==> config.mk <==
export PLATFORM = sky130hd
export DESIGN_NAME = fastq_record_parser_flat
export DESIGN_NICKNAME = d
export VERILOG_FILES = /design/src/hdl/fqp_pkg.sv /design/src/hdl/fqp_if.sv /design/src/hdl/fastq_record_parser.sv /design/src/hdl/fqp_front.sv /design/src/hdl/fqp_queue.sv /design/src/hdl/fqp_back.sv /design/src/flat_wrapper.sv
export SDC_FILE = /design/constraint.sdc
export NUM_CORES = 2
export LEC_CHECK = 0
export BUFFER_PORTS_ARGS = -buffer_cell sky130_fd_sc_hd__buf_2
export CAP_MARGIN = 20
export CORE_ASPECT_RATIO = 1.25
export CORE_MARGIN = 1
export CORE_UTILIZATION = 55
export CTS_CLUSTER_DIAMETER = 60
export DETAILED_ROUTE_END_ITERATION = 10
export MAX_ROUTING_LAYER = met4
export PLACE_DENSITY = 0.8
export SLEW_MARGIN = 0
export SYNTH_ARGS = -nofsm -noshare
export SYNTH_HDL_FRONTEND = slang
export SYNTH_MEMORY_MAX_BITS = 65536
export SYNTH_SLANG_ARGS = --single-unit
==> constraint.sdc <==
create_clock -name clock -period 15.55 [get_ports clock]
set_clock_uncertainty 0.2 [all_clocks]
set_input_delay 3.11 -clock clock [delete_from_list [all_inputs] [get_ports clock]]
set_output_delay 3.11 -clock clock [all_outputs]
set_load 0.01 [all_outputs]
==> src/hdl/fqp_pkg.sv <==
// ============================================================================
// fqp_pkg: shared types and constants of the FASTQ record parser
// Sizes, character codes, base tables and the command word that goes from
// the front end to the back end.
// ============================================================================
package fqp_pkg;

   // sizes
   localparam int MAX_LEN   = 1024;
   localparam int PHRED_MAX = 46;
   localparam int ADDR_W    = $clog2(MAX_LEN);
   localparam int CNT_W     = $clog2(MAX_LEN + 1);
   localparam int QUEUE_DEPTH = 4;
   localparam int QPTR_W    = $clog2(QUEUE_DEPTH);
   localparam int QCNT_W    = $clog2(QUEUE_DEPTH + 1);

   // character codes
   localparam logic [7:0] CHAR_LF   = 8'h0A;
   localparam logic [7:0] CHAR_CR   = 8'h0D;
   localparam logic [7:0] CHAR_PLUS = 8'h2B;

   // result kinds
   localparam logic [1:0] KIND_BASE  = 2'd0;
   localparam logic [1:0] KIND_DONE  = 2'd1;
   localparam logic [1:0] KIND_ERROR = 2'd2;

   // error codes
   localparam logic [2:0] ERR_PREMATURE_END = 3'd0;
   localparam logic [2:0] ERR_BAD_BASE      = 3'd1;
   localparam logic [2:0] ERR_PARSE         = 3'd2;
   localparam logic [2:0] ERR_NO_DATA       = 3'd3;
   localparam logic [2:0] ERR_QUAL_COUNT    = 3'd4;

   // command kinds from front to back
   localparam logic [1:0] CMD_STORE = 2'd0;
   localparam logic [1:0] CMD_BASE  = 2'd1;
   localparam logic [1:0] CMD_DONE  = 2'd2;
   localparam logic [1:0] CMD_ERROR = 2'd3;

   // configuration register map
   localparam logic REG_QUALITY_OFFSET = 1'b0;
   localparam logic [7:0] QUALITY_OFFSET_RESET = 8'd33;

   typedef struct packed {
      logic [1:0]        kind;
      logic [ADDR_W-1:0] addr;
      logic [3:0]        code;
      logic [5:0]        quality;
      logic [CNT_W-1:0]  length;
      logic [2:0]        err;
   } cmd_type;

   // base tables, indexed by the low five bits of the letter
   localparam logic [3:0] TBL_FWD [32] = '{
      4'd0, 4'd1, 4'd14, 4'd2, 4'd13, 4'd0, 4'd0, 4'd4,
      4'd11, 4'd0, 4'd0, 4'd12, 4'd0, 4'd3, 4'd15, 4'd0,
      4'd0, 4'd0, 4'd5, 4'd6, 4'd8, 4'd8, 4'd7, 4'd9,
      4'd15, 4'd10, 4'd0, 4'd0, 4'd0, 4'd0, 4'd0, 4'd0};
   localparam logic [3:0] TBL_REV [32] = '{
      4'd0, 4'd8, 4'd7, 4'd4, 4'd11, 4'd0, 4'd0, 4'd2,
      4'd13, 4'd0, 4'd0, 4'd3, 4'd0, 4'd12, 4'd15, 4'd0,
      4'd0, 4'd0, 4'd10, 4'd6, 4'd1, 4'd1, 4'd14, 4'd9,
      4'd15, 4'd5, 4'd0, 4'd0, 4'd0, 4'd0, 4'd0, 4'd0};

   function automatic logic [3:0] base_lookup(input logic [4:0] idx, input logic rev);
      base_lookup = rev ? TBL_REV[idx] : TBL_FWD[idx];
   endfunction

endpackage

==> src/hdl/fqp_if.sv <==
// ============================================================================
// fqp_if: channel interfaces of the FASTQ record parser
// Valid/ready channels for the byte stream and for the results.
// ============================================================================
interface fqp_req_if;
   logic       valid;
   logic       ready;
   logic [7:0] data_byte;
   logic       end_of_stream;
   logic       reverse_strand;

   modport source (output valid, data_byte, end_of_stream, reverse_strand, input ready);
   modport sink   (input valid, data_byte, end_of_stream, reverse_strand, output ready);
endinterface

interface fqp_rsp_if;
   logic        valid;
   logic        ready;
   logic [1:0]  result_kind;
   logic [9:0]  position;
   logic [3:0]  base_code;
   logic [5:0]  quality_index;
   logic [10:0] record_length;
   logic [2:0]  error_code;

   modport source (output valid, result_kind, position, base_code, quality_index,
                   record_length, error_code, input ready);
   modport sink   (input valid, result_kind, position, base_code, quality_index,
                   record_length, error_code, output ready);
endinterface

==> src/hdl/fastq_record_parser.sv <==
// Results pass the queue, stage one and the output stage. One byte per cycle while
// the queue has room; one command a cycle through the store port unless results
// stall. The four-entry command queue lets the parser run on while results stall.
// Reset (synchronous, active high) clears the parser, queue and output stage and
// sets quality_offset to 33; the base store is not cleared and needs no sweep.
// ============================================================================
// fastq_record_parser: FASTQ record body parser
// Parses sequence, separator and quality lines into base/quality beats.
// ============================================================================
module fastq_record_parser (
   input  logic         clock,
   input  logic         reset,
   fqp_req_if.sink      req_bus,
   fqp_rsp_if.source    rsp_bus,
   input  logic         csr_psel,
   input  logic         csr_penable,
   input  logic         csr_pwrite,
   input  logic [2:0]   csr_paddr,
   input  logic [31:0]  csr_pwdata,
   output logic [31:0]  csr_prdata,
   output logic         csr_pready
);

   logic [7:0]          qoffset_ff, qoffset_in;
   logic                q_full;
   logic                q_push;
   fqp_pkg::cmd_type    q_cmd;
   logic                q_pop;
   logic                q_head_valid;
   fqp_pkg::cmd_type    q_head_cmd;
   logic                csr_wr;

   // register port
   assign csr_pready = 1'b1;
   assign csr_wr     = csr_psel && csr_penable && csr_pwrite &&
                       (csr_paddr[2] == fqp_pkg::REG_QUALITY_OFFSET);
   assign qoffset_in = csr_wr ? csr_pwdata[7:0] : qoffset_ff;
   assign csr_prdata = (csr_paddr[2] == fqp_pkg::REG_QUALITY_OFFSET) ?
                       {24'd0, qoffset_ff} : 32'd0;

   always_ff @(posedge clock) begin
      if (reset) begin
         qoffset_ff <= fqp_pkg::QUALITY_OFFSET_RESET;
      end else begin
         qoffset_ff <= qoffset_in;
      end
   end

   fqp_front u_front (
      .clock          (clock),
      .reset          (reset),
      .req_bus        (req_bus),
      .quality_offset (qoffset_ff),
      .q_full         (q_full),
      .q_push         (q_push),
      .q_cmd          (q_cmd)
   );

   fqp_queue u_queue (
      .clock      (clock),
      .reset      (reset),
      .push       (q_push),
      .push_cmd   (q_cmd),
      .full       (q_full),
      .pop        (q_pop),
      .head_valid (q_head_valid),
      .head_cmd   (q_head_cmd)
   );

   fqp_back u_back (
      .clock      (clock),
      .reset      (reset),
      .head_valid (q_head_valid),
      .head_cmd   (q_head_cmd),
      .pop        (q_pop),
      .rsp_bus    (rsp_bus)
   );

endmodule

==> src/hdl/fqp_front.sv <==
// ============================================================================
// fqp_front: record parser front end
// Runs the line state machine on each byte beat and turns it into a
// command: store a base, emit a base with quality, complete or error.
// ============================================================================
module fqp_front (
   input  logic                 clock,
   input  logic                 reset,
   fqp_req_if.sink              req_bus,
   input  logic [7:0]           quality_offset,
   input  logic                 q_full,
   output logic                 q_push,
   output fqp_pkg::cmd_type     q_cmd
);

   localparam logic [2:0] PH_IDLE  = 3'd0;
   localparam logic [2:0] PH_SEQ   = 3'd1;
   localparam logic [2:0] PH_SEP   = 3'd2;
   localparam logic [2:0] PH_PLUS  = 3'd3;
   localparam logic [2:0] PH_QSKIP = 3'd4;
   localparam logic [2:0] PH_QUAL  = 3'd5;

   logic [2:0]                 phase_ff, phase_in;
   logic [fqp_pkg::CNT_W-1:0]  bcount_ff, bcount_in;
   logic [fqp_pkg::CNT_W-1:0]  qcount_ff, qcount_in;
   logic                       strand_ff, strand_in;

   logic                       accept;
   logic                       has_cmd;
   fqp_pkg::cmd_type           cmd;
   logic [7:0]                 b;
   logic                       eol;
   logic [2:0]                 ph_eff;
   logic [fqp_pkg::CNT_W-1:0]  bc_eff;
   logic [fqp_pkg::CNT_W-1:0]  qc_eff;
   logic                       strand_eff;
   logic [3:0]                 code;
   logic [7:0]                 qdiff;
   logic [5:0]                 qval;
   logic                       qual_byte;

   assign req_bus.ready = !q_full;
   assign accept        = req_bus.valid && req_bus.ready;
   assign b             = req_bus.data_byte;
   assign eol           = (b == fqp_pkg::CHAR_LF) || (b == fqp_pkg::CHAR_CR);

   // a new record starts from clean counts and the current strand
   assign ph_eff     = (phase_ff == PH_IDLE) ? PH_SEQ : phase_ff;
   assign bc_eff     = (phase_ff == PH_IDLE) ? '0 : bcount_ff;
   assign qc_eff     = (phase_ff == PH_IDLE) ? '0 : qcount_ff;
   assign strand_eff = (phase_ff == PH_IDLE) ? req_bus.reverse_strand : strand_ff;

   assign code = fqp_pkg::base_lookup(b[4:0], strand_eff);

   // quality clamp to 0..PHRED_MAX
   assign qdiff = b - quality_offset;
   always_comb begin
      if (b < quality_offset) begin
         qval = '0;
      end else if (qdiff > 8'(fqp_pkg::PHRED_MAX)) begin
         qval = 6'(fqp_pkg::PHRED_MAX);
      end else begin
         qval = qdiff[5:0];
      end
   end

   // line state machine
   always_comb begin
      phase_in  = phase_ff;
      bcount_in = bcount_ff;
      qcount_in = qcount_ff;
      strand_in = strand_ff;
      has_cmd   = 1'b0;
      cmd       = '0;
      qual_byte = 1'b0;

      if (accept) begin
         if (phase_ff == PH_IDLE) begin
            strand_in = req_bus.reverse_strand;
            bcount_in = '0;
            qcount_in = '0;
            phase_in  = PH_SEQ;
         end

         if (req_bus.end_of_stream) begin
            has_cmd  = 1'b1;
            cmd.kind = fqp_pkg::CMD_ERROR;
            cmd.err  = (phase_ff == PH_QUAL) ? fqp_pkg::ERR_PARSE
                                             : fqp_pkg::ERR_PREMATURE_END;
         end else begin
            case (ph_eff)
               PH_SEQ: begin
                  if (eol) begin
                     if (bc_eff != '0) begin
                        phase_in = PH_SEP;
                     end
                  end else if (code == 4'd0) begin
                     has_cmd  = 1'b1;
                     cmd.kind = fqp_pkg::CMD_ERROR;
                     cmd.err  = fqp_pkg::ERR_BAD_BASE;
                  end else if (bc_eff >= fqp_pkg::CNT_W'(fqp_pkg::MAX_LEN - 1)) begin
                     has_cmd  = 1'b1;
                     cmd.kind = fqp_pkg::CMD_ERROR;
                     cmd.err  = fqp_pkg::ERR_PARSE;
                  end else begin
                     has_cmd   = 1'b1;
                     cmd.kind  = fqp_pkg::CMD_STORE;
                     cmd.addr  = bc_eff[fqp_pkg::ADDR_W-1:0];
                     cmd.code  = code;
                     bcount_in = bc_eff + 1'b1;
                  end
               end
               PH_SEP: begin
                  if (!eol) begin
                     if (b != fqp_pkg::CHAR_PLUS) begin
                        has_cmd  = 1'b1;
                        cmd.kind = fqp_pkg::CMD_ERROR;
                        cmd.err  = fqp_pkg::ERR_PARSE;
                     end else begin
                        phase_in = PH_PLUS;
                     end
                  end
               end
               PH_PLUS: begin
                  if (eol) begin
                     phase_in = PH_QSKIP;
                  end
               end
               PH_QSKIP: begin
                  if (!eol) begin
                     phase_in  = PH_QUAL;
                     qual_byte = 1'b1;
                  end
               end
               PH_QUAL: begin
                  if (eol) begin
                     has_cmd = 1'b1;
                     if (bc_eff == '0) begin
                        cmd.kind = fqp_pkg::CMD_ERROR;
                        cmd.err  = fqp_pkg::ERR_NO_DATA;
                     end else if (qc_eff != bc_eff) begin
                        cmd.kind = fqp_pkg::CMD_ERROR;
                        cmd.err  = fqp_pkg::ERR_QUAL_COUNT;
                     end else begin
                        cmd.kind   = fqp_pkg::CMD_DONE;
                        cmd.length = bc_eff;
                     end
                  end else begin
                     qual_byte = 1'b1;
                  end
               end
               default: begin
                  // unused phase codes fall back to the start
                  phase_in  = PH_IDLE;
                  bcount_in = '0;
                  qcount_in = '0;
               end
            endcase

            // quality byte paired with its stored base
            if (qual_byte) begin
               has_cmd = 1'b1;
               if (qc_eff >= bc_eff || qc_eff >= fqp_pkg::CNT_W'(fqp_pkg::MAX_LEN)) begin
                  cmd.kind = fqp_pkg::CMD_ERROR;
                  cmd.err  = fqp_pkg::ERR_QUAL_COUNT;
               end else begin
                  cmd.kind    = fqp_pkg::CMD_BASE;
                  cmd.addr    = qc_eff[fqp_pkg::ADDR_W-1:0];
                  cmd.quality = qval;
                  qcount_in   = qc_eff + 1'b1;
               end
            end
         end

         // errors and completion return to the start
         if (has_cmd && (cmd.kind == fqp_pkg::CMD_ERROR || cmd.kind == fqp_pkg::CMD_DONE)) begin
            phase_in  = PH_IDLE;
            bcount_in = '0;
            qcount_in = '0;
         end
      end
   end

   assign q_push = accept && has_cmd;
   assign q_cmd  = cmd;

   always_ff @(posedge clock) begin
      if (reset) begin
         phase_ff  <= PH_IDLE;
         bcount_ff <= '0;
         qcount_ff <= '0;
         strand_ff <= 1'b0;
      end else begin
         phase_ff  <= phase_in;
         bcount_ff <= bcount_in;
         qcount_ff <= qcount_in;
         strand_ff <= strand_in;
      end
   end

endmodule

==> src/hdl/fqp_queue.sv <==
// ============================================================================
// fqp_queue: command queue between front and back end
// Small FIFO so that each side can stall on its own.
// ============================================================================
module fqp_queue (
   input  logic              clock,
   input  logic              reset,
   input  logic              push,
   input  fqp_pkg::cmd_type  push_cmd,
   output logic              full,
   input  logic              pop,
   output logic              head_valid,
   output fqp_pkg::cmd_type  head_cmd
);

   fqp_pkg::cmd_type               slot_ff [fqp_pkg::QUEUE_DEPTH];
   logic [fqp_pkg::QPTR_W-1:0]     wr_ptr_ff, wr_ptr_in;
   logic [fqp_pkg::QPTR_W-1:0]     rd_ptr_ff, rd_ptr_in;
   logic [fqp_pkg::QCNT_W-1:0]     count_ff, count_in;
   logic                           do_push;
   logic                           do_pop;

   assign full       = (count_ff == fqp_pkg::QCNT_W'(fqp_pkg::QUEUE_DEPTH));
   assign head_valid = (count_ff != '0);
   assign head_cmd   = slot_ff[rd_ptr_ff];
   assign do_push    = push && !full;
   assign do_pop     = pop && head_valid;

   // pointer and fill bookkeeping
   always_comb begin
      wr_ptr_in = do_push ? wr_ptr_ff + 1'b1 : wr_ptr_ff;
      rd_ptr_in = do_pop ? rd_ptr_ff + 1'b1 : rd_ptr_ff;
      count_in  = count_ff;
      if (do_push && !do_pop) begin
         count_in = count_ff + 1'b1;
      end else if (do_pop && !do_push) begin
         count_in = count_ff - 1'b1;
      end
   end

   always_ff @(posedge clock) begin
      if (reset) begin
         wr_ptr_ff <= '0;
         rd_ptr_ff <= '0;
         count_ff  <= '0;
      end else begin
         wr_ptr_ff <= wr_ptr_in;
         rd_ptr_ff <= rd_ptr_in;
         count_ff  <= count_in;
      end
   end

   // payload slots
   always_ff @(posedge clock) begin
      if (do_push) begin
         slot_ff[wr_ptr_ff] <= push_cmd;
      end
   end

endmodule

==> src/hdl/fqp_back.sv <==
// ============================================================================
// fqp_back: record parser back end
// Owns the base store, executes queued commands in order and drives the
// registered result beat.
// ============================================================================
module fqp_back (
   input  logic              clock,
   input  logic              reset,
   input  logic              head_valid,
   input  fqp_pkg::cmd_type  head_cmd,
   output logic              pop,
   fqp_rsp_if.source         rsp_bus
);

   logic [3:0]          store_mem [fqp_pkg::MAX_LEN];
   logic [3:0]          rd_data_ff;

   logic                s1_valid_ff, s1_valid_in;
   fqp_pkg::cmd_type    s1_cmd_ff;

   logic                out_valid_ff, out_valid_in;
   logic [1:0]          out_kind_ff, out_kind_in;
   logic [9:0]          out_pos_ff, out_pos_in;
   logic [3:0]          out_code_ff, out_code_in;
   logic [5:0]          out_qual_ff, out_qual_in;
   logic [10:0]         out_len_ff, out_len_in;
   logic [2:0]          out_err_ff, out_err_in;

   logic                out_free;
   logic                s1_free;
   logic                s1_move;

   // handshake chain
   assign out_free = !out_valid_ff || rsp_bus.ready;
   assign s1_free  = !s1_valid_ff || out_free;
   assign pop      = head_valid && s1_free;
   assign s1_move  = s1_valid_ff && out_free;

   // base store: write on store commands, registered read otherwise
   always_ff @(posedge clock) begin
      if (pop) begin
         if (head_cmd.kind == fqp_pkg::CMD_STORE) begin
            store_mem[head_cmd.addr] <= head_cmd.code;
         end else begin
            rd_data_ff <= store_mem[head_cmd.addr];
         end
      end
   end

   // stage one holds the command alongside its store read
   assign s1_valid_in = pop ? (head_cmd.kind != fqp_pkg::CMD_STORE)
                            : (s1_valid_ff && !out_free);

   always_ff @(posedge clock) begin
      if (pop) begin
         s1_cmd_ff <= head_cmd;
      end
   end

   // result formatting
   always_comb begin
      out_valid_in = out_free ? s1_valid_ff : out_valid_ff;
      out_kind_in  = out_kind_ff;
      out_pos_in   = out_pos_ff;
      out_code_in  = out_code_ff;
      out_qual_in  = out_qual_ff;
      out_len_in   = out_len_ff;
      out_err_in   = out_err_ff;
      if (s1_move) begin
         out_kind_in = fqp_pkg::KIND_ERROR;
         out_pos_in  = '0;
         out_code_in = '0;
         out_qual_in = '0;
         out_len_in  = '0;
         out_err_in  = '0;
         case (s1_cmd_ff.kind)
            fqp_pkg::CMD_BASE: begin
               out_kind_in = fqp_pkg::KIND_BASE;
               out_pos_in  = 10'(s1_cmd_ff.addr);
               out_code_in = rd_data_ff;
               out_qual_in = s1_cmd_ff.quality;
            end
            fqp_pkg::CMD_DONE: begin
               out_kind_in = fqp_pkg::KIND_DONE;
               out_len_in  = 11'(s1_cmd_ff.length);
            end
            default: begin
               out_kind_in = fqp_pkg::KIND_ERROR;
               out_err_in  = s1_cmd_ff.err;
            end
         endcase
      end
   end

   always_ff @(posedge clock) begin
      if (reset) begin
         s1_valid_ff  <= 1'b0;
         out_valid_ff <= 1'b0;
      end else begin
         s1_valid_ff  <= s1_valid_in;
         out_valid_ff <= out_valid_in;
      end
   end

   always_ff @(posedge clock) begin
      out_kind_ff <= out_kind_in;
      out_pos_ff  <= out_pos_in;
      out_code_ff <= out_code_in;
      out_qual_ff <= out_qual_in;
      out_len_ff  <= out_len_in;
      out_err_ff  <= out_err_in;
   end

   assign rsp_bus.valid         = out_valid_ff;
   assign rsp_bus.result_kind   = out_kind_ff;
   assign rsp_bus.position      = out_pos_ff;
   assign rsp_bus.base_code     = out_code_ff;
   assign rsp_bus.quality_index = out_qual_ff;
   assign rsp_bus.record_length = out_len_ff;
   assign rsp_bus.error_code    = out_err_ff;

endmodule
==> src/flat_wrapper.sv <==
// flat-port wrapper written by rule: the top's interface ports become plain ports
module fastq_record_parser_flat 
  (clock, reset, csr_psel, csr_penable, csr_pwrite, csr_paddr, csr_pwdata, csr_prdata, csr_pready, req_bus_valid, req_bus_data_byte, req_bus_end_of_stream, req_bus_reverse_strand, req_bus_ready, rsp_bus_valid, rsp_bus_result_kind, rsp_bus_position, rsp_bus_base_code, rsp_bus_quality_index, rsp_bus_record_length, rsp_bus_error_code, rsp_bus_ready);
  fqp_req_if req_bus_i ();
  fqp_rsp_if rsp_bus_i ();
  input  logic clock;
  input  logic reset;
  input  logic csr_psel;
  input  logic csr_penable;
  input  logic csr_pwrite;
  input  logic [2:0] csr_paddr;
  input  logic [31:0] csr_pwdata;
  output logic [31:0] csr_prdata;
  output logic csr_pready;
  input wire logic [$bits(req_bus_i.valid)-1:0] req_bus_valid;
  input wire logic [$bits(req_bus_i.data_byte)-1:0] req_bus_data_byte;
  input wire logic [$bits(req_bus_i.end_of_stream)-1:0] req_bus_end_of_stream;
  input wire logic [$bits(req_bus_i.reverse_strand)-1:0] req_bus_reverse_strand;
  output wire logic [$bits(req_bus_i.ready)-1:0] req_bus_ready;
  output wire logic [$bits(rsp_bus_i.valid)-1:0] rsp_bus_valid;
  output wire logic [$bits(rsp_bus_i.result_kind)-1:0] rsp_bus_result_kind;
  output wire logic [$bits(rsp_bus_i.position)-1:0] rsp_bus_position;
  output wire logic [$bits(rsp_bus_i.base_code)-1:0] rsp_bus_base_code;
  output wire logic [$bits(rsp_bus_i.quality_index)-1:0] rsp_bus_quality_index;
  output wire logic [$bits(rsp_bus_i.record_length)-1:0] rsp_bus_record_length;
  output wire logic [$bits(rsp_bus_i.error_code)-1:0] rsp_bus_error_code;
  input wire logic [$bits(rsp_bus_i.ready)-1:0] rsp_bus_ready;
  assign req_bus_i.valid = req_bus_valid;
  assign req_bus_i.data_byte = req_bus_data_byte;
  assign req_bus_i.end_of_stream = req_bus_end_of_stream;
  assign req_bus_i.reverse_strand = req_bus_reverse_strand;
  assign req_bus_ready = req_bus_i.ready;
  assign rsp_bus_valid = rsp_bus_i.valid;
  assign rsp_bus_result_kind = rsp_bus_i.result_kind;
  assign rsp_bus_position = rsp_bus_i.position;
  assign rsp_bus_base_code = rsp_bus_i.base_code;
  assign rsp_bus_quality_index = rsp_bus_i.quality_index;
  assign rsp_bus_record_length = rsp_bus_i.record_length;
  assign rsp_bus_error_code = rsp_bus_i.error_code;
  assign rsp_bus_i.ready = rsp_bus_ready;
  fastq_record_parser u_core (.clock(clock), .reset(reset), .req_bus(req_bus_i), .rsp_bus(rsp_bus_i), .csr_psel(csr_psel), .csr_penable(csr_penable), .csr_pwrite(csr_pwrite), .csr_paddr(csr_paddr), .csr_pwdata(csr_pwdata), .csr_prdata(csr_prdata), .csr_pready(csr_pready));
endmodule
After elaboration in Yosys (flattened, before gate mapping)
Memory sizes are Yosys's and may differ from the RTL's. A register that Yosys moved wholly into a read port is not among the register bits.
Index checks and enable logic that the tools add are counted.
Cells by class
  reduce and logical (&&, ||, !) cells: 37
  eq/ne operators: 15
  mux-type cells: 92
  bitwise operators: 3
  add/sub/neg operators: 7
  $lt $le $gt $ge: 6
Operator list (count)
  11-bit two-way mux: 15
  14-bit two-way mux: 4
  3-bit two-way mux: 16
  36-bit two-way mux: 1
  2-bit two-way mux: 17
  31-bit two-way mux: 1
  6-bit two-way mux: 4
  11-bit by 1-bit adder with 11-bit output, second input constant: 2
  11-bit case mux with 2 select lines: 1
  4-bit two-way mux: 5
  1-bit two-way mux: 19
  8-bit by 4-bit equality test with 1-bit output, second input constant: 2
  16-bit two-way mux: 1
  3-bit case mux with 5 select lines: 1
  1-bit logical AND: 13
  3-bit equality test, second input constant: 4
  12-bit two-way mux: 1
  11-bit by 10-bit >= comparator with 1-bit output, second input constant: 1
  11-bit >= comparator: 1
  11-bit >= comparator, second input constant: 1
  11-bit zero test: 1
  11-bit inequality test: 1
  11-bit nonzero test: 1
  10-bit two-way mux: 1
  30 further kinds: 46
Storage, ports and cells
  output and inout port bits: 71
  word-level logic and storage cells: 185
  bits in registers: 111
  bits in writable memories: 4240
  memories: 4
  ROM bits: 256
Memory list
  u_core.u_back.store_mem: words 1024, width 4, rd ports 1, clocked after memory_dff 1, write ports 1, RTL line fqp_back.sv:15  | logic [3:0] store_mem [fqp_pkg::MAX_LEN];
  u_core.u_queue.slot_ff: words 4, width 36, rd ports 1, clocked after memory_dff 1, write ports 1, RTL line fqp_queue.sv:16  | fqp_pkg::cmd_type slot_ff [fqp_pkg::QUEUE_DEPTH];
  (no name shown): words 32, width 4, rd ports 1, clocked after memory_dff 0, write ports 0, RTL line fqp_pkg.sv:66  | base_lookup = rev ? TBL_REV[idx] : TBL_FWD[idx];
  (no name shown): words 32, width 4, rd ports 1, clocked after memory_dff 0, write ports 0, RTL line fqp_pkg.sv:66

Depth between registers and ports, before layout
  depth in word-level cells: 17
  mapped depth: 20
  mapped depth without buffers: 14

Cells and area by module
A second synthesis with hierarchy kept.
Second synthesis, totals
  cells, all modules: 9657
  area total of the unflattened synthesis: 172798.2 um^2
By module, submodules not included
  fqp_back: area an instance 163051.4 um^2, sequential area each 125200.1 um^2, cells an instance 8838, times used 1
  fqp_queue: area an instance 5706.7 um^2, sequential area each 4504.3 um^2, cells an instance 236, times used 1
  fqp_front: area an instance 3419.5 um^2, sequential area each 520.5 um^2, cells an instance 513, times used 1
  fastq_record_parser: area an instance 620.6 um^2, sequential area each 160.2 um^2, cells an instance 70, times used 1

Least setup slack after synthesis
No wires, ideal clock.
  kind: reg-to-reg
  start: register (tool-made name)
  end: memory u_core.u_back.store_mem[0][0], data pin
  data required time: 13.744 ns
  stages on the path, launching flop included: 5
  slack: 5.238 ns
  arrival: 8.506 ns
  path through: dfxtp_1 > buf_2 > buf_1 > buf_1 > mux4_2
RTL lines (RTL line)
  end, declared: fqp_back.sv:15

==> summary.md <==
| Metric | Value |
|---|---|
| Via-per-instance ratio | `approximately 7` |
| Register-to-register path setup slack | `7.21 ns` |
| Number of warnings reported in the yosys synthesis log | `0` |
| Total Routed Length | `between 500000 and 600000 um` |
| Starting density of the core | `55.28%` |
| Number of core rows | `230` |
| Clock slew at reported path FFs | `0.07 ns` |
| Count of flip-flops with a built-in enable after synthesis | `about 4300` |
| Post-layout instance count excluding filler cells | `14335` |
| Worst Max-Slew Pin Slew | `between 1 and 1.5 ns` |
| Commonest cells after routing, fill and taps aside | `4312 x edfxtp_1, 1125 x nor2_1, 769 x mux4_2, 683 x nand2_1, 380 x clkbuf_16` |
| Highest clock frequency the design can meet | `roughly 120 MHz` |
| Aggregate global routing overflow | `0` |
| Dpl hpwl | `280900 um` |
| All-layer global routing usage | `31.93%` |
| Count of mapped cells out of synthesis | `~10000` |
| Count of maximum capacitance violations | `0` |
| Placer Congestion | `0.9352` |
| Mean Syn Cell Area | `around 18 sq um` |
| Total number of nets in the final design | `9880` |
| Status | `finished, final reports clean` |
| Category of the worst setup path launch point | `register` |
| Vias | `100565` |
| Worst IR Drop VDD | `approximately 0.00020 V` |
| Clk_lat worst skew | `~0.96 ns` |
| Number of nets with antenna violations after detailed routing | `0` |
| Min cycle time layout | `approximately 8.3 ns` |
| Portion of the clock cycle consumed by the worst path in the final layout | `a little over half` |
| Maximum clock path buffer count | `4` |
| Count of unique library cells instantiated by Yosys | `83` |
| Final setup viols | `0` |
| Vias in the first global route | `roughly 98000` |
| Clock root buffer master | `clkbuf_16` |
| Hold Buf Count CTS | `0` |
| TNS Setup | `0 ns` |
| Num CTS Buffers | `between 300 and 400` |
| Width of the die | `about 500 um` |
| Crit Path Category | `register to register` |
| Most frequent standard cell in the layout excluding fill and tap cells | `edfxtp_1` |
| Number of H-tree branching levels | `5` |
| Largest net degree at the start of global routing | `about 240` |
| Synthesized cell area | `approximately 0.17 sq mm` |
| Growth of design area from synthesis to finish | `10.08%` |
| Crit path arrival time | `a little under 9 ns` |
| Die area | `about 0.32 sq mm` |
| Hold slack final | `roughly 0.26 ns` |
| Register bit count reported by yosys | `approximately 4400` |
| Number of antenna violations at the first check in global routing | `40` |
| Post-Place Cells | `roughly 14000` |
| I/O Pins | `123` |
| Global-route wire length before repair | `between 700000 and 800000 um` |
| Core utilization of the finished layout | `between 60% and 70%` |
| Ratio of cells with drive above 1 in the final layout | `17.32%` |
| DR iter-0 viols | `18487` |
| Cell area power density | `~190 mW/mm^2` |
| Number of sinks driven by the clock tree | `approximately 4400` |
| Sequential-to-total area share from yosys stat | `75.12%` |
| Required time at the worst-slack endpoint | `about 16 ns` |
| Post-CTS Repair Setup Buffers | `0` |
| Area of the core region | `0.3140 sq mm` |
| Unrepaired setup endpoints after global routing | `no` |
| Routed length per instance | `approximately 35 um` |
| Chip Height | `between 600 and 700 um` |
| Tot Pwr | `35.63 mW` |
| Maximum fanout along the worst path | `67` |
| Top FF cell, synth | `edfxtp_1` |
| Detailed-route DRC error count | `0` |
| FFs w/ async S/R, synth | `0%` |
| Path type of the worst min-delay path | `register to register` |
| Clock tree from TritonCTS | `yes` |
| Relative max-transition margin | `10.11%` |
| Number of cells upsized or downsized after cts | `0` |
| Number of detailed-route iterations in the first pass | `9` |
| Port Buffers | `roughly 70` |
| Slew Viols, Final | `0` |
| Final hold violation count | `0` |
| Critical Path Sink Type | `register` |
| Leakage power summed over all cells | `~60 nW` |
-- flip-flops by register name, indices dropped and copies added, names as in the netlist, named ones only --
signal	count
u_core.u_back.rsp_bus.quality_index	6
u_core.u_front.phase_ff	3
u_core.u_back.rsp_bus.position	10
u_core.u_back.rsp_bus.result_kind	2
u_core.u_queue.count_ff	3
u_core.u_queue.slot_ff	144
u_core.u_front.bcount_ff	11
u_core.u_queue.rd_ptr_ff	2
u_core.qoffset_ff	8
u_core.u_back.rsp_bus.record_length	11
u_core.u_back.store_mem	4096
u_core.u_queue.wr_ptr_ff	2
u_core.u_back.rsp_bus.base_code	4
u_core.u_front.strand_ff	1
u_core.u_back.s1_cmd_ff	32
u_core.u_back.rsp_bus.valid	1
u_core.u_back.s1_valid_ff	1
u_core.u_back.rd_data_ff	4
u_core.u_back.rsp_bus.error_code	3
u_core.u_front.qcount_ff	11
-- power breakdown --
part           total, mW  internal, mW  leakage (nW)  switching, mW
Clock               9.46          5.21          5.91           4.25
Sequential          14.9          14.9          39.4         0.0533
Combinational       11.3          3.25          14.1           8.02
-- per-layer routing --
layer	GRT usage (%)	vias up	part of all wire, %
li1	-	38830	-
met5	-	-	0
met3	8.818	2163	14
met2	47.68	9599	47
met4	23.80	0	8.1
met1	37.12	49973	31
-- Yosys cell counts (38+ instances only) --
master / n / area (sq um)
a211oi_1: 240 / 1802
a21oi_1: 148 / 740.7
a22oi_1: 232 / 1742
a311oi_1: 63 / 551.8
a31oi_1: 116 / 725.7
and2_1: 49 / 306.5
buf_1: 38 / 142.6
buf_2: 161 / 805.8
buf_4: 138 / 1036
clkbuf_1: 357 / 1340
dfxtp_1: 45 / 900.9
edfxtp_1: 4312 / 129500
inv_1: 48 / 180.2
mux2i_1: 296 / 2963
mux4_2: 773 / 17410
nand2_1: 718 / 2695
nand3_1: 138 / 690.7
nand4_1: 40 / 250.2
nor2_1: 1136 / 4264
nor2b_1: 183 / 1145
nor3_1: 40 / 200.2
o21ai_0: 64 / 320.3
-- per-stage QoR --
stage                     cell area, sq um  setup slack (ns)
after floorplan                     173700             5.238
after global placement              178000             7.517
after detailed placement            178100             7.460
after CTS                           190200             7.466
after global routing                191000             7.198
final                               191100             7.206
-- cells by family (layout without fill, tap and decap cells) --
group,Yosys count,count (layout),synth area share (%)
simple gates,2403,2403,5.912
flops,4357,4357,75.12
buf+inv,781,1071,2.262
mux,1082,1082,11.82
compound gates,1109,1109,4.578
fa+ha+maj,32,32,0.2393
xor+xnor,12,12,0.06055
other cells,2,93,0.004327
-- cell type report --
cell class              instances  area [sq um]
diodes                         68         170.2
clock buffers                 457          9818
clock inverters               216          2280
fillers                     20574        122900
inverters                      52         237.7
multi-input cells            4663         39830
flip-flops and latches       4357        130400
well taps                    4176          5225
repair buffers                346          3122
-- worst paths after layout --
| path | start | to | cells past startpoint |
|---|---|---|---|
| hold / removal | u_core.qoffset_ff[2] | u_core.qoffset_ff[2] | 2 |
| hold reg to reg | u_core.qoffset_ff[2] | u_core.qoffset_ff[2] | 2 |
| setup / recovery | register | u_core.u_back.rd_data_ff[3] | 15 |
| setup reg to reg | register | u_core.u_back.rd_data_ff[3] | 15 |
-- worst max-delay path, cell delays in order, from the launching register on --
cell	delay (ns)
dfxtp_2	0.40
buf_4	0.56
mux2i_1	0.19
mux2_8	0.47
inv_8	0.53
buf_4	0.55
buf_4	0.58
buf_4	0.67
mux4_2	0.40
a22oi_1	0.33
nand4_1	0.23
o22ai_1	0.38
nor2_1	0.13
nor3_1	0.83
o311ai_1	0.58
or4_1	0.81
No activity file was read; power rests on OpenSTA's default activity.
